===== config.mk =====
export PLATFORM = sky130hd
export DESIGN_NAME = sector_cache_lru_lookup
export DESIGN_NICKNAME = d
export VERILOG_FILES = /design/src/rtl/scl_pkg.sv /design/src/rtl/scl_store.sv /design/src/rtl/scl_ctrl.sv /design/src/rtl/sector_cache_lru_lookup.sv
export VERILOG_INCLUDE_DIRS = /design/src /design/src/rtl
export SDC_FILE = /design/constraint.sdc
export NUM_CORES = 2
export LEC_CHECK = 0
export ABC_AREA = 1
export BUFFER_PORTS_ARGS = -buffer_cell sky130_fd_sc_hd__buf_2
export CORE_AREA = 2 2 320 322
export DETAILED_ROUTE_END_ITERATION = 10
export DIE_AREA = 0 0 322 324
export SLEW_MARGIN = 20
export SYNTH_ARGS = -nofsm -noshare
export SYNTH_HDL_FRONTEND = slang
export SYNTH_SLANG_ARGS = --single-unit
export TNS_END_PERCENT = 100

===== constraint.sdc =====
create_clock -name aclk -period 14.3 [get_ports aclk]
set_input_delay 2.86 -clock aclk [delete_from_list [all_inputs] [get_ports aclk]]
set_output_delay 2.86 -clock aclk [all_outputs]
set_load 0.03 [all_outputs]

===== src/rtl/assert_macros.svh =====
// Assertion macros shared by the sector cache lookup RTL.
`ifndef ASSERT_MACROS_SVH
`define ASSERT_MACROS_SVH

// Same-cycle implication, checked on the rising edge of aclk outside reset.
`define SCL_ASSERT_NOW(label, ante, cons, msg) \
    label: assert property (@(posedge aclk) disable iff (!aresetn) (ante) |-> (cons)) \
        else $error(msg);

// Next-cycle implication, checked on the rising edge of aclk outside reset.
`define SCL_ASSERT_NEXT(label, ante, cons, msg) \
    label: assert property (@(posedge aclk) disable iff (!aresetn) (ante) |=> (cons)) \
        else $error(msg);

`endif


===== src/rtl/scl_pkg.sv =====
// Shared types and constants for the sector cache lookup.
package scl_pkg;

    // Default geometry.
    localparam int SLOTS_DEFAULT        = 16;
    localparam int SECTOR_BYTES_DEFAULT = 131072;

    // Widest slot index the store request can carry (up to 64 slots).
    localparam int IDX_MAX_W = 6;

    // Fixed field widths.
    localparam int ADDR_W   = 32;
    localparam int SLOT_W   = 4;
    localparam int OFFSET_W = 17;
    localparam int FILL_W   = 18;
    localparam int NSLOT_W  = 5;
    localparam int CFG_IDX_W = 2;

    // Low addresses, up to and including this limit, are folded onto a small window starting at it.
    localparam logic [ADDR_W-1:0] REMAP_LIMIT = 32'h0000_8000;
    localparam logic [ADDR_W-1:0] REMAP_MASK  = 32'h0000_01FF;

    // Configuration register indexes.
    localparam logic [CFG_IDX_W-1:0] CFG_ROM_SIZE     = 2'd0;
    localparam logic [CFG_IDX_W-1:0] CFG_SLOTS_IN_USE = 2'd1;
    localparam logic [CFG_IDX_W-1:0] CFG_CACHE_BASE   = 2'd2;

    // Lookup sequencer states.
    typedef enum logic [1:0] {
        ST_IDLE,
        ST_READ,
        ST_CHECK,
        ST_WRITE
    } state_t;

    // Request from the sequencer to the tag and stamp store.
    typedef struct packed {
        logic                 rd_en;
        logic [IDX_MAX_W-1:0] rd_addr;
        logic                 wr_en;
        logic [IDX_MAX_W-1:0] wr_addr;
        logic [ADDR_W-1:0]    wr_tag;
        logic [ADDR_W-1:0]    wr_stamp;
    } store_req_t;

    // Registered read data from the store.
    typedef struct packed {
        logic              valid;
        logic [ADDR_W-1:0] tag;
        logic [ADDR_W-1:0] stamp;
    } store_rsp_t;

    // One lookup result.
    typedef struct packed {
        logic                hit;
        logic [SLOT_W-1:0]   slot_index;
        logic [ADDR_W-1:0]   sector_base;
        logic [OFFSET_W-1:0] sector_offset;
        logic [ADDR_W-1:0]   buffer_address;
        logic [FILL_W-1:0]   fill_length;
    } result_t;

endpackage


===== src/rtl/scl_store.sv =====
// Tag and use stamp memory with per-slot valid flags and a registered read port.
module scl_store #(
    parameter int SLOTS = 16,
    parameter int IDX_W = 4
) (
    input  logic                aclk,
    input  logic                aresetn,
    input  scl_pkg::store_req_t req,
    output scl_pkg::store_rsp_t rsp
);
    import scl_pkg::*;

    logic [ADDR_W-1:0] tag_mem   [SLOTS];
    logic [ADDR_W-1:0] stamp_mem [SLOTS];
    logic [SLOTS-1:0]  valid_reg;
    logic              rd_valid_reg;
    logic [ADDR_W-1:0] rd_tag_reg;
    logic [ADDR_W-1:0] rd_stamp_reg;
    logic [IDX_W-1:0]  rd_idx;
    logic [IDX_W-1:0]  wr_idx;

    assign rd_idx = req.rd_addr[IDX_W-1:0];
    assign wr_idx = req.wr_addr[IDX_W-1:0];

    // Memory write and registered read.
    always_ff @(posedge aclk) begin
        if (req.wr_en) begin
            tag_mem[wr_idx]   <= req.wr_tag;
            stamp_mem[wr_idx] <= req.wr_stamp;
        end
        if (req.rd_en) begin
            rd_tag_reg   <= tag_mem[rd_idx];
            rd_stamp_reg <= stamp_mem[rd_idx];
        end
    end

    // Valid flags clear at reset; a slot becomes valid on its first write.
    always_ff @(posedge aclk) begin
        if (!aresetn) begin
            valid_reg    <= '0;
            rd_valid_reg <= 1'b0;
        end else begin
            if (req.wr_en) begin
                valid_reg[wr_idx] <= 1'b1;
            end
            if (req.rd_en) begin
                rd_valid_reg <= valid_reg[rd_idx];
            end
        end
    end

    assign rsp.valid = rd_valid_reg;
    assign rsp.tag   = rd_tag_reg;
    assign rsp.stamp = rd_stamp_reg;

endmodule


===== src/rtl/scl_ctrl.sv =====
// Lookup sequencer: remaps the address, scans the slots for a hit and a victim, stamps the slot.
module scl_ctrl #(
    parameter int SECTOR_BYTES = 131072,
    parameter int IDX_W        = 4,
    parameter int CNT_W        = 5
) (
    input  logic                          aclk,
    input  logic                          aresetn,
    input  logic                          in_valid,
    output logic                          in_ready,
    input  logic [scl_pkg::ADDR_W-1:0]    in_address,
    input  logic [CNT_W-1:0]              active_slots,
    input  logic [scl_pkg::ADDR_W-1:0]    rom_size,
    input  logic [scl_pkg::ADDR_W-1:0]    cache_base,
    input  logic                          out_free,
    output logic                          out_load,
    output scl_pkg::result_t              result,
    output scl_pkg::store_req_t           req,
    input  scl_pkg::store_rsp_t           rsp
);
    import scl_pkg::*;

    // Sectors are a power of two in size, so alignment is a mask.
    localparam int SECTOR_SHIFT = $clog2(SECTOR_BYTES);
    localparam logic [ADDR_W-1:0] OFF_MASK = ADDR_W'(SECTOR_BYTES - 1);
    localparam logic [ADDR_W:0]   SECTOR_SPAN = (ADDR_W + 1)'(SECTOR_BYTES);

    state_t            state_reg, state_next;
    logic [ADDR_W-1:0] addr_reg, addr_next;
    logic [ADDR_W-1:0] count_reg, count_next;
    logic [ADDR_W-1:0] bound_reg, bound_next;
    logic [CNT_W-1:0]  idx_reg, idx_next;
    logic [IDX_W-1:0]  slot_reg, slot_next;
    logic              hit_reg, hit_next;
    logic              vdone_reg, vdone_next;

    logic [ADDR_W-1:0] remapped;
    logic [ADDR_W-1:0] sector;
    logic [ADDR_W-1:0] stamp_eff;
    logic [ADDR_W:0]   sector_end;
    logic [ADDR_W:0]   fill_full;
    logic [ADDR_W-1:0] slot_span;

    // Fold low addresses onto the window starting at the remap limit.
    assign remapped = (in_address <= REMAP_LIMIT) ?
                      (REMAP_LIMIT + (in_address & REMAP_MASK)) : in_address;

    assign sector    = addr_reg & ~OFF_MASK;
    assign stamp_eff = rsp.valid ? rsp.stamp : '0;

    // Fill length: a whole sector unless a nonzero ROM size ends inside or before it.
    assign sector_end = {1'b0, sector} + SECTOR_SPAN;
    always_comb begin
        fill_full = SECTOR_SPAN;
        if ((rom_size != '0) && (sector_end > {1'b0, rom_size})) begin
            fill_full = (rom_size > sector) ? {1'b0, rom_size - sector} : '0;
        end
    end

    assign slot_span = ADDR_W'(slot_reg) << SECTOR_SHIFT;

    // Result fields, valid while the sequencer is in the write state.
    assign result.hit            = hit_reg;
    assign result.slot_index     = SLOT_W'(slot_reg);
    assign result.sector_base    = sector;
    assign result.sector_offset  = OFFSET_W'(addr_reg & OFF_MASK);
    assign result.buffer_address = cache_base + slot_span;
    assign result.fill_length    = fill_full[FILL_W-1:0];

    // State and datapath registers.
    always_ff @(posedge aclk) begin
        if (!aresetn) begin
            state_reg <= ST_IDLE;
            count_reg <= '0;
        end else begin
            state_reg <= state_next;
            count_reg <= count_next;
        end
    end

    always_ff @(posedge aclk) begin
        addr_reg  <= addr_next;
        bound_reg <= bound_next;
        idx_reg   <= idx_next;
        slot_reg  <= slot_next;
        hit_reg   <= hit_next;
        vdone_reg <= vdone_next;
    end

    // Next state, scan step and store requests.
    always_comb begin
        state_next = state_reg;
        addr_next  = addr_reg;
        count_next = count_reg;
        bound_next = bound_reg;
        idx_next   = idx_reg;
        slot_next  = slot_reg;
        hit_next   = hit_reg;
        vdone_next = vdone_reg;
        in_ready   = 1'b0;
        out_load   = 1'b0;
        req        = '0;
        unique case (state_reg)
            ST_IDLE: begin
                in_ready = 1'b1;
                if (in_valid) begin
                    addr_next  = remapped;
                    count_next = count_reg + 1'b1;
                    bound_next = count_reg + 1'b1;
                    idx_next   = '0;
                    slot_next  = '0;
                    hit_next   = 1'b0;
                    vdone_next = 1'b0;
                    state_next = ST_READ;
                end
            end
            ST_READ: begin
                if (idx_reg == active_slots) begin
                    state_next = ST_WRITE;
                end else begin
                    req.rd_en   = 1'b1;
                    req.rd_addr = IDX_MAX_W'(idx_reg[IDX_W-1:0]);
                    state_next  = ST_CHECK;
                end
            end
            ST_CHECK: begin
                if (rsp.valid && (rsp.tag == sector)) begin
                    hit_next   = 1'b1;
                    slot_next  = idx_reg[IDX_W-1:0];
                    state_next = ST_WRITE;
                end else begin
                    // Oldest stamp wins, ties to the higher slot, stop at a zero stamp.
                    if (!vdone_reg && (stamp_eff <= bound_reg)) begin
                        bound_next = stamp_eff;
                        slot_next  = idx_reg[IDX_W-1:0];
                        vdone_next = (stamp_eff == '0);
                    end
                    idx_next   = idx_reg + 1'b1;
                    state_next = ST_READ;
                end
            end
            ST_WRITE: begin
                if (out_free) begin
                    req.wr_en    = 1'b1;
                    req.wr_addr  = IDX_MAX_W'(slot_reg);
                    req.wr_tag   = sector;
                    req.wr_stamp = count_reg;
                    out_load     = 1'b1;
                    state_next   = ST_IDLE;
                end
            end
            default: begin
                state_next = ST_IDLE;
            end
        endcase
    end

endmodule


===== src/rtl/sector_cache_lru_lookup.sv =====
// A lookup scans the active slots one at a time over the single read port of the tag and
// stamp memory, a read state and a check state per slot, and stops early on a hit; the
// sequencer takes no new lookup until it has loaded the result of the last one.
// The output register holds one result so the next lookup can start while it waits.
// Reset (synchronous, aresetn low) clears the slot valid flags, the access counter and
// the configuration registers to their defaults; there is no memory clearing pass.
`include "assert_macros.svh"

module sector_cache_lru_lookup #(
    parameter int SLOTS        = scl_pkg::SLOTS_DEFAULT,
    parameter int SECTOR_BYTES = scl_pkg::SECTOR_BYTES_DEFAULT
) (
    input  logic                            aclk,
    input  logic                            aresetn,
    // Input stream.
    input  logic                            s_tvalid,
    output logic                            s_tready,
    input  logic [31:0]                     s_tdata,    // [31:0] read_address
    // Result stream.
    output logic                            m_tvalid,
    input  logic                            m_tready,
    // [3:0] slot_index, [35:4] sector_base, [52:36] sector_offset,
    // [84:53] buffer_address, [102:85] fill_length, [103] zero
    output logic [103:0]                    m_tdata,
    output logic                            m_tuser,    // [0] hit
    // Configuration write channel.
    input  logic                            cfg_valid,
    output logic                            cfg_ready,
    input  logic [scl_pkg::CFG_IDX_W-1:0]   cfg_index,
    input  logic [31:0]                     cfg_data
);
    import scl_pkg::*;

    localparam int IDX_W = (SLOTS > 1) ? $clog2(SLOTS) : 1;
    localparam int CNT_W = $clog2(SLOTS + 1);

    logic [ADDR_W-1:0]  rom_size_reg;
    logic [NSLOT_W-1:0] slots_in_use_reg;
    logic [ADDR_W-1:0]  cache_base_reg;
    logic [CNT_W-1:0]   active_slots;

    logic       out_valid_reg;
    result_t    out_reg;
    logic       out_free;
    logic       out_load;
    result_t    result;
    store_req_t req;
    store_rsp_t rsp;

    // Configuration registers; writes are always accepted.
    assign cfg_ready = 1'b1;

    always_ff @(posedge aclk) begin
        if (!aresetn) begin
            rom_size_reg     <= '0;
            slots_in_use_reg <= NSLOT_W'(16);
            cache_base_reg   <= '0;
        end else if (cfg_valid) begin
            case (cfg_index)
                CFG_ROM_SIZE:     rom_size_reg     <= cfg_data;
                CFG_SLOTS_IN_USE: slots_in_use_reg <= cfg_data[NSLOT_W-1:0];
                CFG_CACHE_BASE:   cache_base_reg   <= cfg_data;
                default: begin
                end
            endcase
        end
    end

    // Slots in use, saturated at the number of slots built.
    assign active_slots = (32'(slots_in_use_reg) > SLOTS) ?
                          CNT_W'(SLOTS) : CNT_W'(slots_in_use_reg);

    scl_store #(
        .SLOTS (SLOTS),
        .IDX_W (IDX_W)
    ) u_store (
        .aclk    (aclk),
        .aresetn (aresetn),
        .req     (req),
        .rsp     (rsp)
    );

    scl_ctrl #(
        .SECTOR_BYTES (SECTOR_BYTES),
        .IDX_W        (IDX_W),
        .CNT_W        (CNT_W)
    ) u_ctrl (
        .aclk         (aclk),
        .aresetn      (aresetn),
        .in_valid     (s_tvalid),
        .in_ready     (s_tready),
        .in_address   (s_tdata),
        .active_slots (active_slots),
        .rom_size     (rom_size_reg),
        .cache_base   (cache_base_reg),
        .out_free     (out_free),
        .out_load     (out_load),
        .result       (result),
        .req          (req),
        .rsp          (rsp)
    );

    // Output register: holds one result until its transfer.
    assign out_free = !out_valid_reg || m_tready;

    always_ff @(posedge aclk) begin
        if (!aresetn) begin
            out_valid_reg <= 1'b0;
        end else if (out_load) begin
            out_valid_reg <= 1'b1;
        end else if (m_tready) begin
            out_valid_reg <= 1'b0;
        end
    end

    always_ff @(posedge aclk) begin
        if (out_load) begin
            out_reg <= result;
        end
    end

    assign m_tvalid = out_valid_reg;
    assign m_tuser  = out_reg.hit;
    assign m_tdata  = {1'b0, out_reg.fill_length, out_reg.buffer_address,
                       out_reg.sector_offset, out_reg.sector_base, out_reg.slot_index};

    // A new lookup never completes in the cycle right after its input transfer.
    `SCL_ASSERT_NEXT(a_no_instant_result, s_tvalid && s_tready, !out_load,
        "result loaded directly after input transfer")

    // The sequencer never takes an input while it loads a result.
    `SCL_ASSERT_NOW(a_load_not_idle, out_load, !s_tready,
        "result load while accepting input")

    // A result goes to a slot inside the active range, or to slot zero.
    `SCL_ASSERT_NOW(a_slot_in_range, out_load,
        (CNT_W'(result.slot_index) < active_slots) || (result.slot_index == '0),
        "result slot outside the active slots")

endmodule

* Word-level counts from Yosys, hierarchy flattened
Memory sizes are Yosys's and may differ from the RTL's. A register that Yosys moved wholly into a read port is not among the register bits. Cells that the tools add are included.
Word-level totals: register bits 283, bits in writable memories 1024, bits of input ports 71, word-level logic and storage cells 115, memories kept 2
Memory list:
- u_store.stamp_mem | words 16, width 32, rd ports 1, clocked after Yosys merged registers in 1, wr ports 1, RTL line scl_store.sv:14 | logic [ADDR_W-1:0] stamp_mem [SLOTS];
- u_store.tag_mem | words 16, width 32, rd ports 1, clocked after Yosys merged registers in 1, wr ports 1, RTL line scl_store.sv:13 | logic [ADDR_W-1:0] tag_mem [SLOTS];
Operators by class: $add $sub $neg 6, magnitude comparators 8, equal/unequal tests 13, mux-type cells 41, bitwise operators 1, reductions and logical operators 23
Operator list (number):
- $mux W32 | 5
- $mux W71 | 2
- $pmux W32 S2 | 1
- $add A32 B18 Y33 const B | 1
- $gt A33 B32 Y1 | 1
- $add A32 B1 Y32 const B | 1
- $add A32 B21 Y32 | 1
- $eq A32 B32 Y1 | 1
- $gt A32 B32 Y1 | 1
- $le A32 B16 Y1 const B | 1
- $le A32 B32 Y1 | 1
- $logic_not A32 Y1 | 1
- $reduce_bool A32 Y1 | 1
- $mux W18 | 1
- $sub A18 B18 Y18 | 1
- $add A16 B9 Y17 const A | 1
- $or A16 B16 Y16 | 1
- $mux W5 | 3
- $mux W1 | 14
- $mux W7 | 2
- $mux W4 | 3
- $reduce_and A2 Y1 | 6
- $lt A4 B5 Y1 const B | 2
- $pmux W5 S2 | 1
- other kinds (22) | 39

* Longest topological paths before layout
depth in word-level cells 9, depth in mapped cells 19, depth with buffers taken out 18

* Modules after synthesis
From an unflattened synthesis, not the netlist that was laid out.
Second synthesis, totals: cell total of the unflattened synthesis 4929, area, all modules 57914.3 sq um
By module, submodules not included:
- scl_store | times used 1, cells each 3118, area each 42769.8 sq um
- scl_ctrl | times used 1, cells each 1246, area each 8994.9 sq um
- sector_cache_lru_lookup | times used 1, cells each 565, area each 6149.6 sq um

* Least setup slack after synthesis
Ideal clock, no wire load.
kind input-to-reg, start point input port m_tready, end point memory u_store.stamp_mem[0][0] (enable), library setup time 0.512 ns, arrival time 11.260 ns, data required time 13.788 ns, slack 2.528 ns, stages on the path 4, buffers on the path 0, cell sequence nor2_1 > nor2_1 > clkinv_1 > nor3_1
Between the ends: cells in the longest elaborated chain, start to end 5
Ends and longest elaborated chain:
- start: declaration | RTL line sector_cache_lru_lookup.sv:21 | input logic m_tready,
- $logic_or A1 B1 Y1 (*) | RTL line sector_cache_lru_lookup.sv:104 | assign out_free = !out_valid_reg || m_tready;
- $mux W71 (*) | RTL line scl_ctrl.sv:143 | if (out_free) begin
- $mux W71 (*) | RTL line scl_ctrl.sv:103 | unique case (state_reg)
- $mux W1 | RTL line scl_store.sv:27 | if (req.wr_en) begin
- $mux W1 (implied by the code) | RTL line scl_store.sv:29 | stamp_mem[wr_idx] <= req.wr_stamp;
- end: declaration | RTL line scl_store.sv:14
Every way passes the cells marked *; elsewhere a longest branch is shown, timed or not.

* Worst setup path in the final report
start point input port m_tready, end point memory u_store.stamp_mem[12][4] (enable)
The elaborated chain is that of the path after synthesis.

==> impl_metrics.env <==
export IMPL_synthesized_netlist_cell_count=3607
export IMPL_synth_adder_area_share_pct=1.96
export IMPL_core_area_um2=101000
export IMPL_cap_viol_max_count=0
export IMPL_initial_core_utilization_pct=44.6
export IMPL_post_cts_setup_buffer_count=0
export IMPL_slew_limit_headroom_pct=25.2
export IMPL_synthToLayoutAreaGrowth_pct=11.7
export IMPL_yosysWarnings=0
export IMPL_comb_power_share_pct=9.4
export IMPL_route_antenna_remaining_nets=0
export IMPL_setup_tns_ps=0
export IMPL_cts_num_sinks=1082
export IMPL_net_switching_component_of_the_power_mw=1.72
export IMPL_initial_antenna_violation_count=5
export IMPL_post_synth_instance_area_um2=45100
export IMPL_via_count=28455
export IMPL_power_density_nw_per_um2=139
export IMPL_cp_start_kind="primary input"
export IMPL_synth_xor_area_share_pct=1.17
export IMPL_power_internal_mw=5.30
export IMPL_peakVddDrop_uv=91.4
export IMPL_min_path_type="flop to flop"
export IMPL_synth_mux_area_fraction_pct=0
export IMPL_final_min_period_over_clock_period_pct=40.8
export IMPL_critical_path_max_stage_delay_ps=840
export IMPL_core_rowCount=117
export IMPL_hold_viol=0
export IMPL_clock_tree_root_cell="sky130_fd_sc_hd__clkbuf_16"
export IMPL_worstPathArrival_ps=6140
export IMPL_async_flop_share_pct=0
export IMPL_p_leak_nw=17.8
export IMPL_global_route_overflow_total=0
export IMPL_crit_top_cell="sky130_fd_sc_hd__nor2_1"
export IMPL_drive_above_1_share_pct=13.1
export IMPL_cts_inserted_buffers=109
export IMPL_hold_buf_count_cts=0
export IMPL_fmax_ghz=0.171
export IMPL_grt_usage_pct=22.2
export IMPL_post_synth_and_or_nand_nor_area_fraction_pct=11.4
export IMPL_post_cts_resized_instances=0
export IMPL_postLayoutCoreUtil_pct=49.9
export IMPL_numPortBuffers=159
export IMPL_largest_register="u_store.stamp_mem"
export IMPL_cts_tree="built"
export IMPL_cts_root_to_sink_buffers=3
export IMPL_height_of_the_die_um=324
export IMPL_synth_seq_area_share_pct=69.4
export IMPL_gp_congestion=0.882
export IMPL_worstMarginPinSlew_ps=1120
export IMPL_layout_filler_cells=8800
export IMPL_ys_dominant_reg_cell="sky130_fd_sc_hd__edfxtp_1"
export IMPL_critPathSlowestCell="sky130_fd_sc_hd__nor2_4"
export IMPL_grt_pass1_wl_mm=174
export IMPL_full_die_area_um2=104000
export IMPL_clk_latency_ps=700
export IMPL_drt_vias_per_instance=5.58
export IMPL_synth_compound_area_share_pct=10.9
export IMPL_endpoint_kind="flop"
export IMPL_clock_tree_htree_level_count=3
export IMPL_die_w_um=322
export IMPL_synth_edf_count=961
export IMPL_io_pins=179
export IMPL_setup_violations_final=0
export IMPL_leading_cell_types_in_the_layout_fill_and_taps_excluded="sky130_fd_sc_hd__edfxtp_1 (961), sky130_fd_sc_hd__nand2_1 (543), sky130_fd_sc_hd__inv_1 (278)"
export IMPL_antenna_diode_count=0
export IMPL_status="finished, final reports clean"
export IMPL_period_needed_ps=5830
export IMPL_power_switching_share_pct=24.6
export IMPL_setup_repair_after_global_routing_missed_its_margin="no"
export IMPL_number_of_global_route_vias_before_repair=27555
export IMPL_detail_route_iter0_violations=2953
export IMPL_worst_path_max_fanout=52
export IMPL_dp_hpwl_mm=66.2
export IMPL_ys_seq_elements=1082
export IMPL_wirelength_mm=116
export IMPL_route_detailed_drc=0
export IMPL_sequentialPowerShare_pct=50.7
export IMPL_maxSlewViolCount=0
export IMPL_count_of_tritonroute_iterations_in_the_first_routing_pass=6
export IMPL_worst_clock_skew_ps=25.2
export IMPL_wl_per_cell_um=22.8
export IMPL_critPathKind="primary input to flop"
export IMPL_pin_count_of_the_biggest_net_entering_global_routing=170
export IMPL_cp_required_ps=14610
export IMPL_finalNetCount=3842
export IMPL_synth_area_per_cell_um2=12.5
export IMPL_worstPathCellList="buf_2 -> nor2_1 -> nor2_4 -> inv_2 -> buf_4 -> nor2_1 -> nor2_1 -> inv_1 -> nor2_4 -> buf_4"
export IMPL_dominant_combinational_cell_family_by_area_after_synthesis="simple AND/OR/NAND/NOR gates"
export IMPL_share_clk_of_total_power_pct=39.8
export IMPL_largest_register_ff_count=512
export IMPL_mostFrequentLayoutCell="sky130_fd_sc_hd__edfxtp_1"
export IMPL_clkSlewWorstSetupHoldPaths_ps=50
export IMPL_synth_lib_cells_used_distinct=52
-- worst max-delay path: cells and delay by family --
kind / cells / cell delay [ps]
simple gates: 5 / 1610
buf+inv: 5 / 1600
-- path summary, 6_finish.rpt --
check	startpoint	end	slack (ps)	cells after the start
setup reg to reg	u_ctrl.idx_reg[0]	u_store.rd_stamp_reg[5]	9060	13
hold reg to reg	u_ctrl.addr_reg[13]	m_tdata[49]	420	0
setup / recovery	m_tready	u_store.stamp_mem[12][4]	8470	10
hold / removal	u_ctrl.addr_reg[13]	m_tdata[49]	420	0
-- cells in the mapped netlist (2+ instances only) --
| cell type | number | area, um^2 |
|---|---|---|
| sky130_fd_sc_hd__a211oi_1 | 3 | 22.5 |
| sky130_fd_sc_hd__a21oi_1 | 181 | 906 |
| sky130_fd_sc_hd__a31oi_1 | 4 | 25.0 |
| sky130_fd_sc_hd__buf_1 | 8 | 30.0 |
| sky130_fd_sc_hd__buf_2 | 72 | 360 |
| sky130_fd_sc_hd__buf_4 | 36 | 270 |
| sky130_fd_sc_hd__buf_6 | 18 | 203 |
| sky130_fd_sc_hd__clkbuf_1 | 104 | 390 |
| sky130_fd_sc_hd__clkinv_1 | 3 | 11.3 |
| sky130_fd_sc_hd__conb_1 | 2 | 7.51 |
| sky130_fd_sc_hd__dfxtp_1 | 121 | 2420 |
| sky130_fd_sc_hd__edfxtp_1 | 961 | 28900 |
| sky130_fd_sc_hd__ha_1 | 69 | 863 |
| sky130_fd_sc_hd__inv_1 | 280 | 1050 |
| sky130_fd_sc_hd__inv_2 | 8 | 30.0 |
| sky130_fd_sc_hd__nand2_1 | 543 | 2040 |
| sky130_fd_sc_hd__nand2_2 | 2 | 12.5 |
| sky130_fd_sc_hd__nand3_1 | 183 | 916 |
| sky130_fd_sc_hd__nand3_2 | 4 | 40.0 |
| sky130_fd_sc_hd__nand3b_1 | 3 | 22.5 |
| sky130_fd_sc_hd__nand4_1 | 37 | 231 |
| sky130_fd_sc_hd__nand4_4 | 2 | 42.5 |
| sky130_fd_sc_hd__nor2_1 | 197 | 739 |
| sky130_fd_sc_hd__nor2_2 | 5 | 31.3 |
| sky130_fd_sc_hd__nor2_4 | 3 | 33.8 |
| sky130_fd_sc_hd__nor3_1 | 32 | 160 |
| sky130_fd_sc_hd__nor3_2 | 3 | 30.0 |
| sky130_fd_sc_hd__nor4_1 | 22 | 138 |
| sky130_fd_sc_hd__o211ai_1 | 144 | 1080 |
| sky130_fd_sc_hd__o21a_1 | 2 | 15.0 |
| sky130_fd_sc_hd__o21ai_0 | 190 | 951 |
| sky130_fd_sc_hd__o21ai_1 | 4 | 20.0 |
| sky130_fd_sc_hd__o21bai_1 | 4 | 30.0 |
| sky130_fd_sc_hd__o221ai_1 | 158 | 1380 |
| sky130_fd_sc_hd__o221ai_2 | 30 | 450 |
| sky130_fd_sc_hd__or2_0 | 5 | 31.3 |
| sky130_fd_sc_hd__or2_1 | 43 | 269 |
| sky130_fd_sc_hd__or2_2 | 49 | 307 |
| sky130_fd_sc_hd__xnor2_1 | 3 | 26.3 |
| sky130_fd_sc_hd__xor2_1 | 57 | 499 |
-- through the flow --
| step | hold slack, ps | area, um^2 | worst slack [ps] | cells | total power [mW] |
|---|---|---|---|---|---|
| 2_1_floorplan | 400 | 45200 | 2530 | 3624 | 4.06 |
| 5_1_grt | 423 | 50400 | 8280 | 5100 | 7.27 |
| 3_3_place_gp | 402 | 46900 | 7850 | 4898 | 4.28 |
| 3_5_place_dp | 405 | 46900 | 7780 | 4899 | 4.29 |
| 6_report | 416 | 50400 | 8470 | 5100 | 7.02 |
| 4_1_cts | 418 | 50400 | 8520 | 5100 | 7.07 |
-- cell families after synthesis --
| logic type | Yosys count |
|---|---|
| other | 2 |
| adders and majority gates | 70 |
| xor gates and xnor gates | 60 |
| and+or+nand+nor | 1139 |
| AOI/OAI and AO/OA | 723 |
| DFF | 1082 |
| buffers and inverters | 531 |
-- area by class of cell --
class,instances,area (um^2),area share [%]
flip-flops and latches,1082,31300,62.1
multi-input cells,2011,11700,23.2
clock buffers,133,2850,5.65
well taps,1309,1640,3.25
repair buffers,206,1180,2.34
inverters,291,1100,2.19
clock inverters,68,641,1.27
-- routing by layer --
layer | GRT usage [%] | vias to the layer above | wire length (um)
met3 | 3.00 | 153 | 8810
met4 | 6.36 | 4 | 2500
met1 | 32.5 | 13926 | 51900
li1 | - | 13287 | -
met2 | 34.6 | 1085 | 53000
met5 | 0 | - | 21
-- power groups by stage --
stage	clock [mW]	combinational [mW]	sequential (mW)
after floorplan	0	0.445	3.62
after global placement	0	0.650	3.63
after global routing	2.97	0.732	3.57
after detailed placement	0	0.657	3.63
final	2.80	0.662	3.56
after CTS	2.85	0.660	3.56
Note: power is estimated with default switching activity, not from simulation.
